<file path="src/rtl/assert_macros.svh">
// Assertion macros used by the RTL back end of the packed array access core.
`ifndef ASSERT_MACROS_SVH
`define ASSERT_MACROS_SVH
`ifndef NO_ASSERTIONS
// Check that a condition holds at every clock edge out of reset.
`define ASSERT_ALWAYS(label, clk, rst, cond) \
   label: assert property (@(posedge clk) disable iff (rst) (cond)) \
      else $error("assertion failed");
// Check that a consequent holds in the same cycle as its antecedent.
`define ASSERT_IMPLIES(label, clk, rst, ante, cons) \
   label: assert property (@(posedge clk) disable iff (rst) (ante) |-> (cons)) \
      else $error("assertion failed");
// Check that a consequent holds in the cycle after its antecedent.
`define ASSERT_NEXT(label, clk, rst, ante, cons) \
   label: assert property (@(posedge clk) disable iff (rst) (ante) |=> (cons)) \
      else $error("assertion failed");
`else
`define ASSERT_ALWAYS(label, clk, rst, cond)
`define ASSERT_IMPLIES(label, clk, rst, ante, cons)
`define ASSERT_NEXT(label, clk, rst, ante, cons)
`endif
`endif

</file>
<file path="src/rtl/pbaa_pkg.sv">
// Types, constants and helper functions of the packed array access core.
`default_nettype none
package pbaa_pkg;

   localparam int WORD_W  = 64;
   localparam int POS_W   = 18;
   localparam int EBITS_W = 7;
   localparam int OFF_W   = 6;
   // word index of any element start: bit position fits in 24 bits
   localparam int WIDX_W  = 18;

   // operation codes
   localparam logic OP_LOAD  = 1'b0;
   localparam logic OP_STORE = 1'b1;

   // classified item handed from the front to the back
   typedef struct packed {
      logic                 operation;
      logic                 err;
      logic                 spans;
      logic [OFF_W-1:0]     offset;
      logic [EBITS_W-1:0]   width;
      logic [WIDX_W-1:0]    word;
      logic [WORD_W-1:0]    value;
   } work_item_type;

   // queue fill status seen by both sides
   typedef struct packed {
      logic full;
      logic empty;
   } queue_status_type;

   // all-ones mask of the low w bits, w in 1..64
   function automatic logic [WORD_W-1:0] width_mask(input logic [EBITS_W-1:0] w);
      logic [WORD_W-1:0] m;
      if (w >= 7'd64) begin
         m = '1;
      end else begin
         m = (64'd1 << w) - 64'd1;
      end
      return m;
   endfunction

endpackage
`default_nettype wire

</file>
<file path="src/rtl/pbaa_queue.sv">
// Two-entry queue between the front end and the back end.
`default_nettype none
module pbaa_queue (
   input  wire logic                       clock,
   input  wire logic                       reset,
   input  wire logic                       push,
   input  wire pbaa_pkg::work_item_type    push_item,
   input  wire logic                       pop,
   output pbaa_pkg::work_item_type         head_item,
   output pbaa_pkg::queue_status_type      q_status
);
   import pbaa_pkg::*;

   work_item_type entry_ff [2];
   logic          wr_ptr_ff;
   logic          wr_ptr_in;
   logic          rd_ptr_ff;
   logic          rd_ptr_in;
   logic [1:0]    count_ff;
   logic [1:0]    count_in;

   // advance pointers and count
   always_comb begin
      wr_ptr_in = wr_ptr_ff ^ push;
      rd_ptr_in = rd_ptr_ff ^ pop;
      count_in  = count_ff + {1'b0, push} - {1'b0, pop};
   end

   always_ff @(posedge clock) begin
      if (reset) begin
         wr_ptr_ff <= 1'b0;
         rd_ptr_ff <= 1'b0;
         count_ff  <= 2'd0;
      end else begin
         wr_ptr_ff <= wr_ptr_in;
         rd_ptr_ff <= rd_ptr_in;
         count_ff  <= count_in;
      end
   end

   // store pushed items
   always_ff @(posedge clock) begin
      if (push) begin
         entry_ff[wr_ptr_ff] <= push_item;
      end
   end

   assign head_item      = entry_ff[rd_ptr_ff];
   assign q_status.full  = count_ff == 2'd2;
   assign q_status.empty = count_ff == 2'd0;

endmodule
`default_nettype wire

</file>
<file path="config.mk">
export PLATFORM = sky130hd
export DESIGN_NAME = pbaa_queue
export DESIGN_NICKNAME = d
export VERILOG_FILES = /design/src/rtl/assert_macros.svh /design/src/rtl/pbaa_pkg.sv /design/src/rtl/pbaa_queue.sv
export SDC_FILE = /design/constraint.sdc
export NUM_CORES = 1
export LEC_CHECK = 0
export BUFFER_PORTS_ARGS = -buffer_cell sky130_fd_sc_hd__buf_2
export CELL_PAD_IN_SITES_DETAIL_PLACEMENT = 0
export CELL_PAD_IN_SITES_GLOBAL_PLACEMENT = 2
export CORE_MARGIN = 2
export CORE_UTILIZATION = 41
export CTS_BUF_LIST = sky130_fd_sc_hd__clkbuf_16
export CTS_CLUSTER_SIZE = 40
export DETAILED_ROUTE_END_ITERATION = 7
export PLACE_DENSITY_LB_ADDON = 0.1
export SLEW_MARGIN = 0
export SYNTH_ARGS = -nofsm -noshare
export SYNTH_HDL_FRONTEND = slang
export SYNTH_SLANG_ARGS = --single-unit
</file>
<file path="constraint.sdc">
create_clock -name clock -period 5.1 [get_ports clock]
set_input_delay 0.765 -clock clock [delete_from_list [all_inputs] [get_ports clock]]
set_output_delay 0.765 -clock clock [all_outputs]
set_load 0.05 [all_outputs]
</file>
[Yosys cells after proc, flatten, opt, wreduce, memory -nomap -nowiden]
Memories as Yosys holds them, arrays and structs flattened. A register that Yosys moved wholly into a read port is not among the register bits.
Cells that the tools add are included.
Widths: inputs -> output; s select.
Operators by class
  $add $sub $neg: 2
  multipliers: 0
  divide/modulo/power cells: 0
  order comparisons: 0
  eq/ne operators: 1
  shifts and indexed selects: 0
  muxes and demuxes: 3
  bitwise logic cells: 2
  reduce and logical (&&, ||, !) cells: 1
Operator list (count)
  $mux 1: 3
  $add 2x1->2: 1
  $eq 2x2->1 const B: 1
  $logic_not 2->1: 1
  $sub 2x1->2: 1
  $xor 1x1->1: 2
Storage, ports and cells
  flip-flop bits (word level): 4
  bits in latches: 0
  bits in writable memories: 196
  bits in read-only memories: 0
  memories kept: 1
Memory list
  entry_ff: depth 2, width 98, rd ports 1, clocked after memory_dff 1, write ports 1, RTL line pbaa_queue.sv:14  | work_item_type entry_ff [2];

[Depth between registers and ports, before layout]
  word-level depth: 2
  depth in mapped cells: 6
  gate-level depth less buffers: 6

[Worst setup path before layout]
No wires, ideal clock.
  path type: in2reg
  start point: input push
  end point: memory entry_ff[0][0] (netlist bit) (enable)
  setup time: 0.468 ns
  arrival: 3.088 ns
  required time: 4.632 ns
  slack: 1.544 ns
  stages on the path: 1
  cell sequence: ha_1
On the way
  word-level cells in the longest chain between the ends: 2
RTL lines
  start: declaration: RTL line pbaa_queue.sv:6  | input wire logic push,
  $mux 1: RTL line pbaa_queue.sv:43  | if (push) begin
  $mux 1 (implied by the code): RTL line pbaa_queue.sv:44  | entry_ff[wr_ptr_ff] <= push_item;
  end: declaration: RTL line pbaa_queue.sv:14
Every way passes these cells.

==> results.py <==
metrics = {
    "clock_tree": {
        "htree_levels": 4,
        "cts_tree": "yes",
        "cts_resized": 0,
        "ctsHoldBuffers": 0,
        "clock_path_buffers": 2,
        "clock_latency_ns": 0.41,
        "cts_root_buffer": "clkbuf_16",
        "clk_pin_slew_ns": 0.07,
        "cts_setup_buffers": 0,
        "cts_sinks": 200,
        "numCtsBuffers": 17,
    },
    "route": {
        "drt_iter0_drc": 216,
        "drc_errors": 0,
        "first_pass_iters": 4,
        "drt-wirelength-per-cell_microns": 17.24,
        "ant_nets": 0,
        "vias_per_cell": 4.682,
        "via_count": 3638,
        "totalWireLength_mm": 13.40,
    },
    "worst_setup_path": {
        "worst_path_largest_cell_delay_ns": 0.76,
        "critPathLaunchType": "flip-flop",
        "cp-end-kind": "output pin",
        "crit_arrival_ns": 2.34,
        "critPathKind": "flip-flop to output pin",
        "cp_cell_sequence": "buf_4, mux2_2, buf_2",
        "crit_buf_inv": 2,
        "required_ns": 4.34,
        "crit_family": "flip-flops",
        "cp_max_fo": 46,
        "slowest_stage": "dfxtp_4",
    },
    "place": {
        "placed_area_sq_um": 8573,
        "dp.cells": 743,
        "port_buffers": 201,
        "dp.final_hpwl_mm": 8.710,
        "gp_congestion": 0.6906,
    },
    "pwr": {
        "p_per_area_nw_per_um2": 427.3,
        "vdd_ir_drop_max_v": 0.0002224,
        "p_leak_nw": 3.447,
        "fin_total_pwr_mw": 3.906,
    },
    "die": {
        "die_h_microns": 137.5,
        "dieArea_sq_um": 18900,
        "initial_utilization_pct": 42.08,
        "pin_count": 202,
        "num_rows": 48,
        "die_w_microns": 137.5,
        "core_sq_um": 17360,
    },
    "layout": {
        "multiInputGateArea_sq_um": 1275,
        "stdcell_count": 777,
        "area_delta_synth_final_pct": 25.17,
        "design_area_sq_um": 9141,
        "register_area_sq_um": 5969,
        "fin_nets": 643,
        "nFillCells": 1449,
        "final_cell_mix": "buf_2, edfxtp_1, mux2_2",
        "final_common_cell": "buf_2",
        "drive_gt1_share_pct": 60.55,
    },
    "logic_synthesis": {
        "ys_types": 13,
        "yosys_warnings": 0,
        "syn_area_per_cell_sq_um": 22.54,
        "synthCells": 324,
        "synth_nets": 430,
        "synth_seq_cells": 200,
        "syn_area_sq_um": 7303,
        "synth.yosys.seq_area_share_pct": 81.69,
    },
    "sta": {
        "layout_min_cycle_time_ns": 3.108,
        "fin_tns_setup_ns": 0,
        "maxSlewViolCount": 0,
        "hold_violations": 0,
        "finClkSkew_ns": 0.004404,
        "grt_setup_unrepaired": "no",
        "finalSetupViolCount": 0,
        "period_share_pct": 60.95,
        "max_freq_ghz": 0.3217,
        "worst-slew-pin-transition_ns": 1.073,
        "maxSlewHeadroom_pct": 28.49,
    },
    "global_route": {
        "grt_first_pass_wirelength_mm": 19.55,
        "antenna_found_initial": 2,
        "grt_pass1_vias": 3715,
        "track_usage_pct": 14.14,
        "overflow": 0,
        "grt_max_degree": 74,
    },
    "run": {
        "maxCapViolations": 0,
    },
    "status": {
        "outcome": "finished clean",
    },
    "worst_hold_path": {
        "hp-class": "input pin to flip-flop",
    },
}
-- cell families after synthesis --
| logic type | share of synthesized area (%) |
|---|---|
| XOR/XNOR | 0.4283 |
| buffers and inverters | 1.199 |
| flip-flops | 81.69 |
| adder cells (fa/ha/maj) | 0.6853 |
| AND/OR/NAND/NOR | 0.3768 |
| multiplexers | 15.62 |
-- state kept, by name, summed over array words and instances (netlist names) --
register / cells
wr_ptr_ff: 1
rd_ptr_ff: 1
entry_ff: 196
count_ff: 2
-- cell type report --
type | count | share of cell area [%]
multi-input combinational | 110 | 13.95
clock buffer | 17 | 4.654
clock inverter | 15 | 1.506
sequential | 200 | 65.30
antenna | 2 | 0.05475
timing repair buffer | 205 | 11.33
inverter | 3 | 0.1232
tap | 225 | 3.080
-- power by group --
part	leakage, nW	switching (mW)	internal (mW)
sequential	1.87	0.0367	1.92
clock	0.290	0.565	0.717
combinational	1.28	0.473	0.195
total	3.45	1.07	2.83
-- worst paths after layout --
check | start | to | slack (ns) | cells past startpoint
worst min-delay path | push_item[91] | entry_ff[0][91] | 0.53 | 1
worst max-delay path | rd_ptr_ff | head_item[68] | 1.99 | 3
worst max register to register | wr_ptr_ff | entry_ff[0][97] | 2.99 | 3
worst min register to register | wr_ptr_ff | wr_ptr_ff | 0.62 | 3
-- metal layers --
metal | share of wire, % | track usage [%] | vias to the layer above
met2 | 50 | 23.55 | 121
met1 | 39 | 16.49 | 1787
met5 | 0 | 0 | -
met3 | 9.1 | 5.776 | 12
li1 | - | - | 1718
met4 | 1.2 | 5.155 | 0
-- through the flow --
stage               hold WS, ns  setup slack, ns  util (%)
floorplan                0.5195            1.544         -
global placement         0.5919            2.400     49.39
detailed placement       0.6061            2.379     49.39
CTS                      0.5095            1.939     52.64
global route             0.5040            1.849     52.64
finish                   0.5301            1.992     52.67
-- synth_stat cells (all sizes together) --
cell type | count | share of area (%)
dfxtp | 4 | 1.1
edfxtp | 196 | 81
inv | 3 | 0.15
mux2 | 98 | 16
nor2b | 2 | 0.17
nor2 | 4 | 0.21
xnor2 | 1 | 0.12
xnor3 | 1 | 0.31
ha | 4 | 0.69
buf | 11 | 1.0
(Power assumes the default switching activity.)
