### config.mk
export PLATFORM = sky130hd
export DESIGN_NAME = pbaa_front_flat
export DESIGN_NICKNAME = d
export VERILOG_FILES = /design/src/rtl/assert_macros.svh /design/src/rtl/pbaa_pkg.sv /design/src/rtl/pbaa_if.sv /design/src/rtl/pbaa_front.sv /design/src/flat_wrapper.sv
export SDC_FILE = /design/constraint.sdc
export NUM_CORES = 1
export LEC_CHECK = 0
export ABC_CLOCK_PERIOD_IN_PS = 24300
export BUFFER_PORTS_ARGS = -buffer_cell sky130_fd_sc_hd__buf_4
export CAP_MARGIN = 20
export CORE_MARGIN = 3
export CORE_UTILIZATION = 30
export DETAILED_ROUTE_END_ITERATION = 16
export PLACE_DENSITY = 0.5
export SETUP_SLACK_MARGIN = 0.5
export SYNTH_ARGS = -nofsm -noshare
export SYNTH_HDL_FRONTEND = slang
export SYNTH_SLANG_ARGS = --single-unit
### constraint.sdc
create_clock -name clock -period 24.3 [get_ports clock]
set_clock_uncertainty 0.1 [all_clocks]
set_input_delay 4.86 -clock clock [delete_from_list [all_inputs] [get_ports clock]]
set_output_delay 4.86 -clock clock [all_outputs]
set_load 0.01 [all_outputs]
### src/rtl/assert_macros.svh
// Assertion macros used by the RTL back end of the packed array access core.
`ifndef ASSERT_MACROS_SVH
`define ASSERT_MACROS_SVH
`ifndef NO_ASSERTIONS
// Check that a condition holds at every clock edge out of reset.
`define ASSERT_ALWAYS(label, clk, rst, cond) \
   label: assert property (@(posedge clk) disable iff (rst) (cond)) \
      else $error("assertion failed");
// Check that a consequent holds in the same cycle as its antecedent.
`define ASSERT_IMPLIES(label, clk, rst, ante, cons) \
   label: assert property (@(posedge clk) disable iff (rst) (ante) |-> (cons)) \
      else $error("assertion failed");
// Check that a consequent holds in the cycle after its antecedent.
`define ASSERT_NEXT(label, clk, rst, ante, cons) \
   label: assert property (@(posedge clk) disable iff (rst) (ante) |=> (cons)) \
      else $error("assertion failed");
`else
`define ASSERT_ALWAYS(label, clk, rst, cond)
`define ASSERT_IMPLIES(label, clk, rst, ante, cons)
`define ASSERT_NEXT(label, clk, rst, ante, cons)
`endif
`endif

### src/rtl/pbaa_pkg.sv
// Types, constants and helper functions of the packed array access core.
`default_nettype none
package pbaa_pkg;

   localparam int WORD_W  = 64;
   localparam int POS_W   = 18;
   localparam int EBITS_W = 7;
   localparam int OFF_W   = 6;
   // word index of any element start: bit position fits in 24 bits
   localparam int WIDX_W  = 18;

   // operation codes
   localparam logic OP_LOAD  = 1'b0;
   localparam logic OP_STORE = 1'b1;

   // classified item handed from the front to the back
   typedef struct packed {
      logic                 operation;
      logic                 err;
      logic                 spans;
      logic [OFF_W-1:0]     offset;
      logic [EBITS_W-1:0]   width;
      logic [WIDX_W-1:0]    word;
      logic [WORD_W-1:0]    value;
   } work_item_type;

   // queue fill status seen by both sides
   typedef struct packed {
      logic full;
      logic empty;
   } queue_status_type;

   // all-ones mask of the low w bits, w in 1..64
   function automatic logic [WORD_W-1:0] width_mask(input logic [EBITS_W-1:0] w);
      logic [WORD_W-1:0] m;
      if (w >= 7'd64) begin
         m = '1;
      end else begin
         m = (64'd1 << w) - 64'd1;
      end
      return m;
   endfunction

endpackage
`default_nettype wire

### src/rtl/pbaa_if.sv
// Valid/ready channel interfaces for request and response items.
`default_nettype none
interface pbaa_req_if;
   import pbaa_pkg::*;
   logic               valid;
   logic               ready;
   logic               operation;
   logic [POS_W-1:0]   position;
   logic [WORD_W-1:0]  value;

   modport source (output valid, output operation, output position, output value,
                   input ready);
   modport sink (input valid, input operation, input position, input value,
                 output ready);
endinterface

`default_nettype wire

### src/rtl/pbaa_front.sv
// Front end: width register, request acceptance and item classification.
`default_nettype none
module pbaa_front #(
   parameter int STORE_WORDS = 4096
) (
   input  wire logic                              clock,
   input  wire logic                              reset,
   input  wire logic                              csr_write_enable,
   input  wire logic [pbaa_pkg::EBITS_W-1:0]      csr_write_data,
   pbaa_req_if.sink                               req_chan,
   input  wire logic                              clearing,
   input  wire pbaa_pkg::queue_status_type        q_status,
   output logic                                   push,
   output pbaa_pkg::work_item_type                push_item
);
   import pbaa_pkg::*;

   localparam int PROD_W  = 25;
   localparam int LIM_W   = $clog2(STORE_WORDS) + 7;
   localparam int CMP_W   = (LIM_W > PROD_W) ? LIM_W : PROD_W;
   localparam logic [CMP_W-1:0] STORE_BITS = CMP_W'(STORE_WORDS) << 6;

   logic [EBITS_W-1:0] element_bits_ff;
   logic [EBITS_W-1:0] element_bits_in;
   logic [EBITS_W-1:0] w_eff;
   logic [PROD_W-1:0]  bitpos;
   logic [PROD_W-1:0]  last_bit;
   logic [EBITS_W-1:0] end_in_word;

   // hold the element width register
   always_comb begin
      element_bits_in = element_bits_ff;
      if (csr_write_enable) begin
         element_bits_in = csr_write_data;
      end
   end

   always_ff @(posedge clock) begin
      if (reset) begin
         element_bits_ff <= 7'd1;
      end else begin
         element_bits_ff <= element_bits_in;
      end
   end

   // saturate the width into 1..64
   always_comb begin
      if (element_bits_ff == 7'd0) begin
         w_eff = 7'd1;
      end else if (element_bits_ff > 7'd64) begin
         w_eff = 7'd64;
      end else begin
         w_eff = element_bits_ff;
      end
   end

   // locate the element and check it against the store end
   assign bitpos      = {7'd0, req_chan.position} * {18'd0, w_eff};
   assign last_bit    = bitpos + PROD_W'(w_eff);
   assign end_in_word = EBITS_W'(bitpos[OFF_W-1:0]) + w_eff;

   always_comb begin
      push_item.operation = req_chan.operation;
      push_item.err       = CMP_W'(last_bit) > STORE_BITS;
      push_item.spans     = end_in_word > 7'd64;
      push_item.offset    = bitpos[OFF_W-1:0];
      push_item.width     = w_eff;
      push_item.word      = bitpos[OFF_W+WIDX_W-1:OFF_W];
      push_item.value     = req_chan.value & width_mask(w_eff);
   end

   // accept while the store is ready and the queue has room
   assign req_chan.ready = !clearing && !q_status.full;
   assign push           = req_chan.valid && req_chan.ready;

endmodule
`default_nettype wire

### src/flat_wrapper.sv
// flat-port wrapper written by rule: the top's interface ports become plain ports
module pbaa_front_flat import pbaa_pkg::*;
#(
   parameter int STORE_WORDS = 4096
)
  (clock, reset, csr_write_enable, csr_write_data, clearing, q_status, push, push_item, req_chan_valid, req_chan_operation, req_chan_position, req_chan_value, req_chan_ready);
  pbaa_req_if req_chan_i ();
  input  wire logic clock;
  input  wire logic reset;
  input  wire logic csr_write_enable;
  input  wire logic [pbaa_pkg::EBITS_W-1:0] csr_write_data;
  input  wire logic clearing;
  input  wire pbaa_pkg::queue_status_type q_status;
  output logic push;
  output pbaa_pkg::work_item_type push_item;
  input wire logic [$bits(req_chan_i.valid)-1:0] req_chan_valid;
  input wire logic [$bits(req_chan_i.operation)-1:0] req_chan_operation;
  input wire logic [$bits(req_chan_i.position)-1:0] req_chan_position;
  input wire logic [$bits(req_chan_i.value)-1:0] req_chan_value;
  output wire logic [$bits(req_chan_i.ready)-1:0] req_chan_ready;
  assign req_chan_i.valid = req_chan_valid;
  assign req_chan_i.operation = req_chan_operation;
  assign req_chan_i.position = req_chan_position;
  assign req_chan_i.value = req_chan_value;
  assign req_chan_ready = req_chan_i.ready;
  pbaa_front #(.STORE_WORDS(STORE_WORDS)) u_core (.clock(clock), .reset(reset), .csr_write_enable(csr_write_enable), .csr_write_data(csr_write_data), .req_chan(req_chan_i), .clearing(clearing), .q_status(q_status), .push(push), .push_item(push_item));
endmodule
# Word-level counts from Yosys, hierarchy flattened

Cells that the tools add are included.

Flip-flop bits (word level): 7
Bits in latches: 0
Memory bits (writable): 0
ROM bits: 0
Input bits: 97
Output and inout bits: 100
Logic and storage cells: 19
Memories kept: 0

$add $sub $neg: 3
$mul: 1
Divide/modulo/power cells: 0
Order comparisons: 4
Eq/ne operators: 0
Shift operators: 1
Multiplexer cells: 3
Bitwise gates (word level): 1
Reduce and logical (&&, ||, !) cells: 5

Operators with widths:

| cell                    | number |
|---|---|
| $and A64 B64 Y64        | 1 |
| $mux W64                | 1 |
| $shl A1 B7 Y64 const A  | 1 |
| $sub A64 B1 Y64 const B | 1 |
| $add A25 B7 Y25         | 1 |
| $gt A25 B19 Y1 const B  | 1 |
| $mul A18 B7 Y25         | 1 |
| $gt A7 B7 Y1 const B    | 2 |
| $mux W7                 | 2 |
| $add A6 B7 Y7           | 1 |
| $ge A7 B7 Y1 const B    | 1 |
| $logic_not A7 Y1        | 1 |
| $logic_and A1 B1 Y1     | 2 |
| $logic_not A1 Y1        | 2 |

# Longest topological paths before layout

Gate-level depths: netlist of run 1.

Depth in word-level cells: 7
Mapped depth: 30
Depth with buffers taken out: 27

# Worst setup path before layout of run 1

No wires, ideal clock.

Kind: in2out
From: input req_chan_position[0]
To: output push_item[96] in the netlist's numbering
Data arrival time: 9.951 ns
Data required time: 19.340 ns
Setup slack: 9.389 ns
Stages: 22
Path buffers: 1
Cell sequence: clkbuf_1 nand2_1 fa_1 fa_1 inv_1 fa_1 inv_1 fa_1 inv_1 ha_1 xnor2_1 ha_1 and2_1 and3_1 a211oi_2 or4_4 mux2i_1 or3_1 o21ai_0 o2111ai_1 nand2_1 nand3_1

RTL lines:

| element         | RTL line           | RTL |
|---|---|---|
| start, declared | flat_wrapper.sv:18 | `input wire logic [$bits(req_chan_i.position)-1:0] req_chan_position;` |
| end, declared   | flat_wrapper.sv:15 | `output pbaa_pkg::work_item_type push_item;` |

==> flow_summary.ini, run 1 <==
[status]
status = complete, no violations

[place]
dp_hpwl_um = 18300
routabilityCongestion = 0.875
io_buffers = 191

[global_routing]
first_global_vias = 6854
grt_pass1_wl_um = 36000
antenna_found_initial = 0
grt_max_degree = 49
grt_overflow = 0
groute.usage.overall = 0.176

[cts]
numCtsBuffers = 3
post-cts-setup-buffer-count = 0
cts_resized = 0
cts.sinks = 7
clkTransAtPathRegs_ns = 0.04
cts_hold_buf = 0
clock_latency_ns = 0.23
cts_root_buffer = clkbuf_16
htreeDepth = 1
cts_tree = built
clock_path_buffers = 2

[floorplanning]
dieArea_sq_mm = 0.0246
die_w_um = 157
rows = 54
initial_core_util = 0.309
pin_count = 197
core-area_sq_mm = 0.0221
die_h_um = 157

[final_layout]
drive_gt1_frac = 0.215
nNetsFinal = 1317
largest_register = u_core.element_bits_ff
diodes = 0
largest_reg_flops = 7
fin_util = 0.390
reg_top3 = u_core.element_bits_ff x7
area_growth_pct = 25.9

[setup_path]
cpMaxStageDelayCell = fa_1
cp-end-kind = primary output
cp.arrival_ns = 10.46
startpoint_type = primary input
worst_path_most_repeated_cell = fa_1
cp_num_buf_inv = 4
worst_path_largest_cell_delay_ns = 0.55
critPathKind = in -> out
critical-path-top-delay-family = adder cells
crit_chain = buf_4 > and3_1 > fa_1 > fa_1 > fa_1 > inv_1 > fa_1 > inv_1 > ha_1 > o211ai_1 > a21oi_2 > o211ai_1 > a211oi_1 > nand3_1 > nor3_2 > nand4_1 > nor4_1 > o2111ai_1 > nand2_1 > nand3_1 > buf_4
critPathMaxFanout = 9
required_ns = 19.34

[sta]
max_freq_ghz = 0.0648
relSlewSlack = 0.452
rsz0062_at_grt = false
hold_viol_final = 0
fin_setup_tns_ns = 0
period_needed_ns = 15.42
fin_crit_sh = 0.635
tightest_slew_ns = 0.816
setup_viol = 0
maxSlewViolCount = 0

[drt]
finalWirelength_um = 22900
drt-initial-drc-count = 334
ant_nets = 0
drc = 0
vias_per_cell = 5.12
firstDrtPassIters = 5
wire_per_inst_um = 16.7
vias = 7015

[power]
ir_drop_v = 0.0000270
leakage_uw = 0.00422
powerDensity_mw_per_mm2 = 45.5
total_power_uw = 392

[synth]
postSynthAreaPerCell_sq_um = 7.35
ys_ff_latch = 7
syn_area_sq_mm = 0.00683
synth_area_leader_cell = fa_1
synthArstFlopShare = 0
syn_nets = 1157
yosysWarnings = 0
synth_cells = 930
synth_area_leaders = fa_1, ha_1, and2_1, nand2_1, inv_1
yosys_most_used_dff = dfxtp_1
ys_types = 73
yosysSeqAreaShare = 0.0205
synth_top_area_frac = 0.234
synth_edf_count = 0

[min_path]
min_path_type = reg -> reg

[flow_run]
drv_cap = 0
==> placed cells by master, fill, tap and decap left out, types with 16 or more instances in the layout <==
master    netlist  final
xnor2_1        31     31
xor2_1         16     16
nor2b_1        18     17
fa_1           80     80
nor2_1         52     52
ha_1           50     50
o21ai_0        38     38
a21boi_0       30     30
buf_4           2    205
nand2_1       111    111
a21oi_1        47     47
and2_1         90     90
nand3_1        20     20
and3_1         22     22
inv_1         103    103
==> power breakdown <==
part           internal [uW]  switching (uW)  total (uW)
registers               12.3           0.263        12.5
clock network           21.6            6.01        27.6
logic                    148             204         351
total                    181             210         392
==> layer usage <==
| layer | up-vias | routed length, um | GRT usage |
|---|---|---|---|
| li1 | 3440 | - | - |
| met1 | 3378 | 10200 | 0.243 |
| met2 | 185 | 11400 | 0.309 |
| met3 | 12 | 1130 | 0.0184 |
| met4 | 0 | 184 | 0.0192 |
| met5 | - | 0 | 0 |
==> layout make-up <==
class | count | area (sq um)
clock inverters | 1 | 5.00
flip-flops and latches | 7 | 141
well taps | 280 | 350
repair buffers | 205 | 1540
inverters | 104 | 390
fillers | 2396 | 13500
multi-input cells | 769 | 6110
clock buffers | 3 | 75.1
==> cell families (layout without fill, tap and decap cells) <==
group                      count (synthesis)  in the layout  share of synthesized area
adders and majority gates                130            130                      0.326
buffers and inverters                    154            313                     0.0864
and+or+nand+nor                          377            377                      0.288
muxes                                      7              7                     0.0103
DFF                                        7              7                     0.0205
other                                      1              1                   0.000549
xor gates and xnor gates                  48             48                     0.0643
AOI/OAI and AO/OA                        206            206                      0.204
==> worst register-to-register path, stage by stage (launching register included) <==
cell,delay [ns]
dfxtp_2,0.31
buf_4,0.50
mux2i_1,0.15
nor2_1,0.10
==> worst paths after layout <==
kind         slack (ns)                 startpoint  cells past startpoint                   endpoint
max reg2reg       23.07  u_core.element_bits_ff[6]                      3  u_core.element_bits_ff[6]
min                0.62  u_core.element_bits_ff[2]                      3  u_core.element_bits_ff[2]
min reg2reg        0.62  u_core.element_bits_ff[2]                      3  u_core.element_bits_ff[2]
max                8.88       req_chan_position[2]                     21              push_item[96]
==> stage by stage <==
stage / setup slack (ns) / std cells / hold slack [ns] / area, sq um
after floorplan: 9.39 / 930 / 0.620 / 6830
after global placement: 8.87 / 1365 / 0.613 / 8530
after detailed placement: 8.87 / 1365 / 0.611 / 8530
after CTS: 8.85 / 1369 / 0.621 / 8610
after global routing: 8.40 / 1369 / 0.670 / 8610
final: 8.88 / 1369 / 0.623 / 8610
==> synthesized netlist by cell type, drive strengths merged (3+ instances only) <==
| cell | n |
|---|---|
| a211oi | 8 |
| a21boi | 32 |
| a21o | 8 |
| a21oi | 49 |
| a22oi | 4 |
| a311oi | 3 |
| a31oi | 13 |
| a41oi | 3 |
| and2 | 90 |
| and3 | 22 |
| buf | 7 |
| clkbuf | 43 |
| dfxtp | 7 |
| fa | 80 |
| ha | 50 |
| inv | 104 |
| mux2i | 7 |
| nand2 | 111 |
| nand2b | 6 |
| nand3 | 20 |
| nand4 | 8 |
| nor2 | 53 |
| nor2b | 18 |
| nor3 | 16 |
| nor3b | 7 |
| o2111ai | 3 |
| o211ai | 7 |
| o21a | 8 |
| o21ai | 39 |
| o21bai | 4 |
| o31a | 4 |
| o31ai | 5 |
| or2 | 6 |
| or3 | 7 |
| xnor2 | 31 |
| xor2 | 17 |
No activity file was read; power rests on OpenSTA's default activity.
==> inputs of run 2 (changes only) <==
--- a/config.mk
+++ b/config.mk
@@ -5,7 +5,7 @@
 export SDC_FILE = /design/constraint.sdc
 export NUM_CORES = 1
 export LEC_CHECK = 0
-export ABC_CLOCK_PERIOD_IN_PS = 24300
+export ABC_CLOCK_PERIOD_IN_PS = 14450
 export BUFFER_PORTS_ARGS = -buffer_cell sky130_fd_sc_hd__buf_4
 export CAP_MARGIN = 20
 export CORE_MARGIN = 3
==> constraint.sdc (replaced) <==
create_clock -name clock -period 14.45 [get_ports clock]
set_clock_uncertainty 0.1 [all_clocks]
set_input_delay 2.89 -clock clock [delete_from_list [all_inputs] [get_ports clock]]
set_output_delay 2.89 -clock clock [all_outputs]
set_load 0.01 [all_outputs]
==> run 2 against run 1 <==
Global-route usage grew 0.12 points. Cell count did not move. Die area unchanged. Critical path type unchanged. Sequential power grew 70%. Clock power grew 72%. Sequential share of layout area is the same.
==> flow_summary.ini, run 2 (same netlist as run 1, synthesis figures left out) <==
[sta]
period_needed_ns = 11.44
max_freq_ghz = 0.0874
rsz0062_at_grt = false
fin_crit_sh = 0.792
fin_setup_tns_ns = 0
layout_setup_ws_ns = 3.01
hold_viol_final = 0
tightest_slew_ns = 0.790
relSlewSlack = 0.469
maxSlewViolCount = 0
setup_viol = 0

[cts]
cts_root_buffer = clkbuf_16
clock_latency_ns = 0.23
post-cts-setup-buffer-count = 0
clkTransAtPathRegs_ns = 0.04
clock_path_buffers = 2
cts.sinks = 7
cts_resized = 0
cts_tree = built
htreeDepth = 1
cts_hold_buf = 0
numCtsBuffers = 3

[drt]
wire_per_inst_um = 16.7
ant_nets = 0
vias_per_cell = 5.13
finalWirelength_um = 22900
drc = 0
drt-initial-drc-count = 352
vias = 7017
firstDrtPassIters = 4

[power]
leakage_uw = 0.00422
powerDensity_mw_per_mm2 = 76.7
total_power_uw = 660
ir_drop_v = 0.0000458

[setup_path]
r2r_slack_ns = 13.24
cp.arrival_ns = 8.45
cp-end-kind = primary output
startpoint_type = primary input
critPathKind = in -> out
critPathMaxFanout = 9
required_ns = 11.46

[floorplanning]
rows = 54
core-area_sq_mm = 0.0221
dieArea_sq_mm = 0.0246
die_w_um = 157
die_h_um = 157
pin_count = 197
initial_core_util = 0.309

[final_layout]
diodes = 0
area_growth_pct = 25.9
reg_top3 = u_core.element_bits_ff x7
final_common_cell = buf_4
largest_register = u_core.element_bits_ff
nNetsFinal = 1317
largest_reg_flops = 7
drive_gt1_frac = 0.215
final_cell_mix = buf_4, nand2_1, inv_1

[place]
routabilityCongestion = 0.874
dp_hpwl_um = 18200
io_buffers = 191
pre_cts_ws_ns = 3.00

[min_path]
min_path_type = reg -> reg

[global_routing]
grt_overflow = 0
grt_pass1_wl_um = 36200
groute.usage.overall = 0.178
first_global_vias = 6884
grt_max_degree = 49
antenna_found_initial = 0

[flow_run]
drv_cap = 0

[status]
status = complete, no violations
run 2: cell counts in the layout (fill, tap and decap cells not counted):
Identical to the previous run, type by type.
run 2: area by class of cell:
| class | instances | area, sq um |
|---|---|---|
| fillers | 2397 | 13500 |
| well taps | 280 | 350 |
| repair buffers | 205 | 1540 |
| inverters | 104 | 390 |
| clock inverters | 1 | 5.00 |
| multi-input cells | 769 | 6110 |
| clock buffers | 3 | 75.1 |
| flip-flops and latches | 7 | 141 |
run 2: final timing paths:
path                                             endpoint  depth (start not counted)                       from
worst max-delay path                        push_item[96]                         21       req_chan_position[2]
worst min-delay path            u_core.element_bits_ff[2]                          3  u_core.element_bits_ff[2]
worst max register to register  u_core.element_bits_ff[6]                          3  u_core.element_bits_ff[6]
worst min register to register  u_core.element_bits_ff[2]                          3  u_core.element_bits_ff[2]
run 2: power breakdown:
group | switching [uW] | internal (uW)
Combinational | 343 | 248
Clock | 11.2 | 36.4
Sequential | 0.522 | 20.6
run 2: through the flow:
stage                     area (sq um)  hold WS [ns]  std cells   util
after global placement            8530         0.614       1365  0.386
after CTS                         8610         0.633       1369  0.390
after global routing              8610         0.700       1369  0.390
after floorplan                   6830         0.620        930      -
after detailed placement          8530         0.631       1365  0.386
final                             8610         0.644       1369  0.390
run 2: worst max-delay path, cell delays in order:
cell and delay, ns:
buf_4 0.15, and3_1 0.20, fa_1 0.50, fa_1 0.52, fa_1 0.56, inv_1 0.06, fa_1 0.53, inv_1 0.04
ha_1 0.54, o211ai_1 0.21, a21oi_2 0.23, o211ai_1 0.15, a211oi_1 0.41, nand3_1 0.32, nor3_2 0.29, nand4_1 0.17
nor4_1 0.22, o2111ai_1 0.14, nand2_1 0.09, nand3_1 0.08, buf_4 0.16
run 2: metal layers:
layer / GRT usage / up-vias / routed length [um]
met5: 0 / - / 0
li1: - / 3435 / -
met1: 0.246 / 3398 / 10100
met4: 0.0133 / 0 / 95
met3: 0.0168 / 6 / 1170
met2: 0.314 / 178 / 11600
==> inputs of run 3 (changes only) <==
--- a/config.mk
+++ b/config.mk
@@ -5,7 +5,7 @@
 export SDC_FILE = /design/constraint.sdc
 export NUM_CORES = 1
 export LEC_CHECK = 0
-export ABC_CLOCK_PERIOD_IN_PS = 14450
+export ABC_CLOCK_PERIOD_IN_PS = 11450
 export BUFFER_PORTS_ARGS = -buffer_cell sky130_fd_sc_hd__buf_4
 export CAP_MARGIN = 20
 export CORE_MARGIN = 3
==> constraint.sdc (replaced) <==
create_clock -name clock -period 11.45 [get_ports clock]
set_clock_uncertainty 0.1 [all_clocks]
set_input_delay 2.29 -clock clock [delete_from_list [all_inputs] [get_ports clock]]
set_output_delay 2.29 -clock clock [all_outputs]
set_load 0.01 [all_outputs]
==> run 3 against run 2 <==
Worst setup slack got worse by 1.8 ns. Register-to-register slack worse by 3.0 ns. Sequential share of layout area is essentially flat. Via count about the same. Flip-flop and latch count stayed put. First-iteration DRC count shrank 5.1%. Power up 26%. Global-route usage decreased by 0.18 points. Cell count stayed put. Hold slack worse by 0.0030 ns.
==> flow_summary.ini, run 3 (same netlist as run 1, synthesis figures left out) <==
[global_routing]
grt_max_degree = 49
antenna_found_initial = 0
grt_pass1_wl_um = 35800
grt_overflow = 0
groute.usage.overall = 0.176
first_global_vias = 6826

[drt]
vias = 7022
drt-initial-drc-count = 334
finalWirelength_um = 22700
ant_nets = 0
drc = 0
wire_per_inst_um = 16.6
vias_per_cell = 5.13
firstDrtPassIters = 5

[power]
total_power_uw = 831
ir_drop_v = 0.0000596
leakage_uw = 0.00422
powerDensity_mw_per_mm2 = 96.5

[setup_path]
reg2reg_depth = 3
critPathKind = in -> out
required_ns = 9.06
cp.arrival_ns = 7.88
cp-end-kind = primary output
startpoint_type = primary input
r2r_slack_ns = 10.25
critPathMaxFanout = 9

[final_layout]
regArea_sq_um = 141
nNetsFinal = 1317
drive_gt1_frac = 0.214
area_growth_pct = 25.9
fin_area_sq_mm = 0.00861
nFillCells = 2372
multi_input_area_sq_mm = 0.00611
final_common_cell = buf_4
diodes = 0
final_cell_mix = buf_4, nand2_1, inv_1
largest_register = u_core.element_bits_ff
reg_top3 = u_core.element_bits_ff x7
instances_no_fill = 1369
largest_reg_flops = 7

[cts]
cts_root_buffer = clkbuf_16
clock_latency_ns = 0.23
htreeDepth = 1
cts_tree = built
cts.sinks = 7
numCtsBuffers = 3
cts_resized = 0
post-cts-setup-buffer-count = 0
clock_path_buffers = 2
cts_hold_buf = 0
clkTransAtPathRegs_ns = 0.04

[floorplanning]
dieArea_sq_mm = 0.0246
initial_core_util = 0.309
pin_count = 197
die_w_um = 157
die_h_um = 157
core-area_sq_mm = 0.0221
rows = 54

[sta]
hold_viol_final = 0
fin_setup_tns_ns = 0
maxSlewViolCount = 0
tightest_slew_ns = 0.838
max_freq_ghz = 0.0973
period_needed_ns = 10.27
setup_viol = 0
relSlewSlack = 0.437
fin_crit_sh = 0.897
rsz0062_at_grt = false

[place]
dp_hpwl_um = 18300
place_area_sq_mm = 0.00853
io_buffers = 191
routabilityCongestion = 0.872
dp_cells = 1365

[min_path]
hold_depth = 3
min_path_type = reg -> reg

[flow_run]
drv_cap = 0

[status]
status = complete, no violations
## run 3: cell types whose count changed in the layout (fill, tap and decap cells not counted), sizes merged
cell,delta
clkinv,-1
clkbuf,+1
## run 3: worst max-delay path: stages
cell and delay (ns):
buf_4 0.14, and3_1 0.20, fa_1 0.49, fa_1 0.53
fa_1 0.55, inv_1 0.05, fa_1 0.53, inv_1 0.04
ha_1 0.54, o211ai_1 0.21, a21oi_2 0.23, o211ai_1 0.14
a211oi_1 0.43, nand3_1 0.34, nor3_2 0.30, nand4_1 0.17
nor4_1 0.22, o2111ai_1 0.14, nand2_1 0.09, nand3_1 0.08
buf_4 0.16
## run 3: worst paths after layout
path	start	to
min reg2reg	u_core.element_bits_ff[2]	u_core.element_bits_ff[2]
max	req_chan_position[2]	push_item[96]
min	u_core.element_bits_ff[2]	u_core.element_bits_ff[2]
max reg2reg	u_core.element_bits_ff[6]	u_core.element_bits_ff[6]
## run 3: layer usage
layer | vias to the layer above | track usage | share of wire | wire length [um]
met3 | 15 | 0.0201 | 0.052 | 1170
met5 | - | 0 | 0 | 0
met1 | 3398 | 0.240 | 0.44 | 10000
met2 | 169 | 0.307 | 0.50 | 11400
li1 | 3440 | - | - | -
met4 | 0 | 0.0242 | 0.0089 | 202
## run 3: cell type report
class,instances,area share
well taps,280,0.0407
repair buffers,205,0.179
multi-input cells,769,0.710
inverters,104,0.0454
flip-flops and latches,7,0.0164
clock buffers,4,0.00916
## run 3: power breakdown
group	switching, uW	internal (uW)
registers	0.734	26.1
clock network	13.5	46.3
logic	431	313
## run 3: per-stage QoR
stage           util  setup WS (ns)  hold slack, ns
2_1_floorplan      -           1.68           0.620
3_3_place_gp   0.386           1.18           0.622
3_5_place_dp   0.386           1.17           0.624
4_1_cts        0.390           1.14           0.632
5_1_grt        0.390          0.574           0.666
6_report       0.390           1.18           0.641
